$ cat config.mk
export PLATFORM = sky130hd
export DESIGN_NAME = aesbc_ram
export DESIGN_NICKNAME = d
export VERILOG_FILES = /design/src/aesbc_ram.sv
export SDC_FILE = /design/constraint.sdc
export NUM_CORES = 1
export LEC_CHECK = 0
export BUFFER_PORTS_ARGS = -buffer_cell sky130_fd_sc_hd__buf_2
export CORE_AREA = 2 2 634 321
export CTS_CLUSTER_DIAMETER = 80
export DETAILED_ROUTE_END_ITERATION = 12
export DIE_AREA = 0 0 636 323
export PLACE_DENSITY = 0.62
export SLEW_MARGIN = 30
export SYNTH_ARGS = -nofsm -noshare
export SYNTH_HDL_FRONTEND = slang
export SYNTH_SLANG_ARGS = --single-unit
$ cat constraint.sdc
create_clock -name clk -period 25 [get_ports clk]
set_clock_uncertainty 0.2 [all_clocks]
set_input_delay 5 -clock clk [delete_from_list [all_inputs] [get_ports clk]]
set_output_delay 5 -clock clk [all_outputs]
set_load 0.005 [all_outputs]
$ cat src/aesbc_ram.sv
// aesbc_ram: generic simple dual-port ram with registered read
// no dependencies
module aesbc_ram #(
  parameter int WIDTH = 128,
  parameter int DEPTH = 16
) (
  input  logic                     clk,
  input  logic                     we,
  input  logic [$clog2(DEPTH)-1:0] waddr,
  input  logic [WIDTH-1:0]         wdata,
  input  logic [$clog2(DEPTH)-1:0] raddr,
  output logic [WIDTH-1:0]         rdata
);

  logic [WIDTH-1:0] mem [DEPTH];

  always_ff @(posedge clk) begin
    if (we) begin
      mem[waddr] <= wdata;
    end
    rdata <= mem[raddr];
  end

endmodule

==> flow_metrics.tcl <==
set metrics [dict create \
    io-pin-count 266 \
    met2_usage_pct 27.8 \
    synth_area_mm2 0.0794 \
    slowest_delay_ns 0.87 \
    synth_seq_cells 2176 \
    post_cts_buffers 0 \
    path_max_fanout 64 \
    peakVddDrop_mv 0.0628 \
    holdBufCountCts 0 \
    preCtsSetupSlack_ns 15.91 \
    hold_viol_final 0 \
    finalWorstSetupSlack_ns 16.75 \
    yosys.cell_types.count 25 \
    max_freq_mhz 121 \
    crit_cells 7 \
    critPathKind "in -> reg" \
    leakage_nw 28.7 \
    tightest_slew_ns 1.04 \
    grt_usage_pct 18.2 \
    core_area_mm2 0.201 \
    synth_compound_gate_area_share_pct 2.59 \
    cts_tree "built" \
    port_buffers 265 \
    grt.overflow.total 0 \
    finalCritPeriodShare_pct 33.0 \
    syn_nets 3495 \
    num_vias 36400 \
    final-setup-viol-count 0 \
    cp_cell_sequence "buf_8 -> buf_4 -> buf_4 -> buf_4 -> mux4_2 -> a22oi_1 -> nand2_1" \
    whs_path_depth 3 \
    cap_viol_max_count 0 \
    initial_core_util_pct 39.5 \
    drt_iter0_drc 3947 \
    die_x_um 636 \
    drt_first_pass_iters 5 \
    clock-sinks 2176 \
    grtUsageMet1_pct 26.8 \
    crit_arrival_ns 8.74 \
    synth_simple_gate_area_share_pct 0.967 \
    fin_crit_ns 8.25 \
    cp_common_cell "buf_4" \
    fin_setup_tns_ns 0 \
    clock_latency_ns 0.83 \
    grt_pass1_vias 36700 \
    vias_per_cell 5.55 \
    met3_usage_pct 4.34 \
    r2r_cells 3 \
    die_h_um 323 \
    cts-resized-gates 0 \
    ys_top_cells_by_area "edfxtp_1 (77%), mux4_2 (14%), dfxtp_1 (3.2%)" \
    synth_top_area_share_pct 77.4 \
    finalMaxSlewViolations 0 \
    slowest_stage "buf_4" \
    fp-row-count 117 \
    status "finished, final reports clean" \
    grt_antenna_before_repair 48 \
    synth_adder_area_share_pct 0 \
    path_buf_inv 4 \
    p_per_area_mw_per_mm2 81.5 \
    grt_pass1_wl_um 271000 \
    clock_path_buffers 4 \
    cts-buffers-inserted 195 \
    wl_um 189000 \
    grt_max_degree 151 \
    die-area_mm2 0.205 \
    drive_above_1_share_pct 30.5 \
    fill_cells 16600 \
    htree_levels 4 \
    post-route-drc-count 0 \
    area_growth_pct 13.9 \
    synth_xor_area_share_pct 0 \
    grt.busiest_layer "met2" \
    yosysSeqAreaShare_pct 80.6 \
    clkSlewWorstSetupHoldPaths_ns 0.07 \
    root_buffer "clkbuf_16" \
    ant_nets 0 \
    cp.required_ns 25.49 \
    crit_family "buffers and inverters" \
    slew_headroom_pct 30.5 \
    crit_path_start_kind "input pin" \
    yosysWarnings 0 \
    end_kind "register" \
    muxShareOfSynthArea_pct 14.7 \
    gp_congestion 0.706 \
    dpl.hpwl_um 97000 \
    wire_per_inst_um 28.7 \
    final_nets 3857 \
    synth_top_cell_by_area "edfxtp_1" \
    netlist_instances 3357 \
    postSynthAreaPerCell_um2 23.7 \
    grt_setup_unrepaired "no" \
    synth_top_family_by_area "multiplexers" \
    min_path_type "reg -> reg" \
]
## registers in the layout (all words and copies together), names as in the netlist
name / cells
mem: 2048
rdata: 128
## cell type report
class	count	area, µm²	share of cell area, %
timing repair buffer	341	2280	2.52
sequential	2176	64100	70.8
tap	2677	3350	3.70
antenna	9	22.5	0.0249
multi-input combinational	1005	14700	16.2
clock buffer	247	5190	5.74
clock inverter	103	917	1.01
## through the flow
stage | util, % | hold slack [ns] | std cells | power [mW] | instance area, µm²
2_1_floorplan | - | 0.435 | 3357 | 4.38 | 79400
3_3_place_gp | 41.8 | 0.452 | 6189 | 4.55 | 84100
3_5_place_dp | 41.9 | 0.453 | 6194 | 4.55 | 84200
4_1_cts | 44.9 | 0.453 | 6544 | 7.45 | 90300
5_1_grt | 45.0 | 0.492 | 6552 | 7.63 | 90500
6_report | 45.0 | 0.453 | 6558 | 7.38 | 90500
## synthesized netlist by cell type
cell type  number
edfxtp_1     2048
nor2_1         15
mux2_2         64
a22oi_1       215
mux4_2        477
or3b_2          1
buf_2          86
nand3_1         1
o22a_1          6
a221oi_1       12
clkbuf_1       65
nor3_1          4
nand3b_1        2
mux2i_1        24
or2_2           1
o221ai_1       23
nor2b_1        29
and2_1          3
dfxtp_1       128
buf_1           7
buf_4          12
nand2_1        95
buf_6           6
nand2b_1       16
o21ai_0        17
## worst reg2reg max path, cell delays in order, from the launching register on
cell and delay (ns):
edfxtp_1 0.41, mux4_2 0.46, mux2_2 0.28, o22a_1 0.34
## cell usage in the layout (no fill, tap or decap), drive strengths merged, types with 9 or more instances in the layout
cell type	Yosys	layout
clkinv	0	77
a221oi	12	12
nor2b	29	29
mux2i	24	24
clkbuf	65	247
nand2	95	95
nor2	15	15
diode	0	9
dfxtp	128	128
o221ai	23	23
mux2	64	64
o21ai	17	17
a22oi	215	215
edfxtp	2048	2048
bufinv	0	14
nand2b	16	16
buf	111	341
mux4	477	477
## worst paths after layout
| path | startpoint | endpoint | slack [ns] |
|---|---|---|---|
| min reg2reg | mem[13][104] | rdata[104] | 0.45 |
| max | raddr[1] | rdata[33] | 16.75 |
| min | mem[13][104] | rdata[104] | 0.45 |
| max reg2reg | mem[6][106] | rdata[106] | 23.11 |
## cell families (layout without fill, tap and decap cells)
family / count (synthesis) / count (layout)
other: 0 / 9
buffers and inverters: 176 / 691
DFF: 2176 / 2176
AOI/OAI and AO/OA: 273 / 273
and+or+nand+nor: 167 / 167
muxes: 565 / 565
## layer usage
metal	wire length [µm]	vias up
met4	2970	34
met3	14700	285
li1	-	15100
met2	86500	1283
met1	84200	19800
met5	214	-
## power breakdown
group	internal, mW	switching (mW)	leakage, nW
sequential	4.08	0.0342	19.6
combinational	0.144	0.211	6.07
clock	1.62	1.29	3.00
Power figures use the tool's default switching activity.
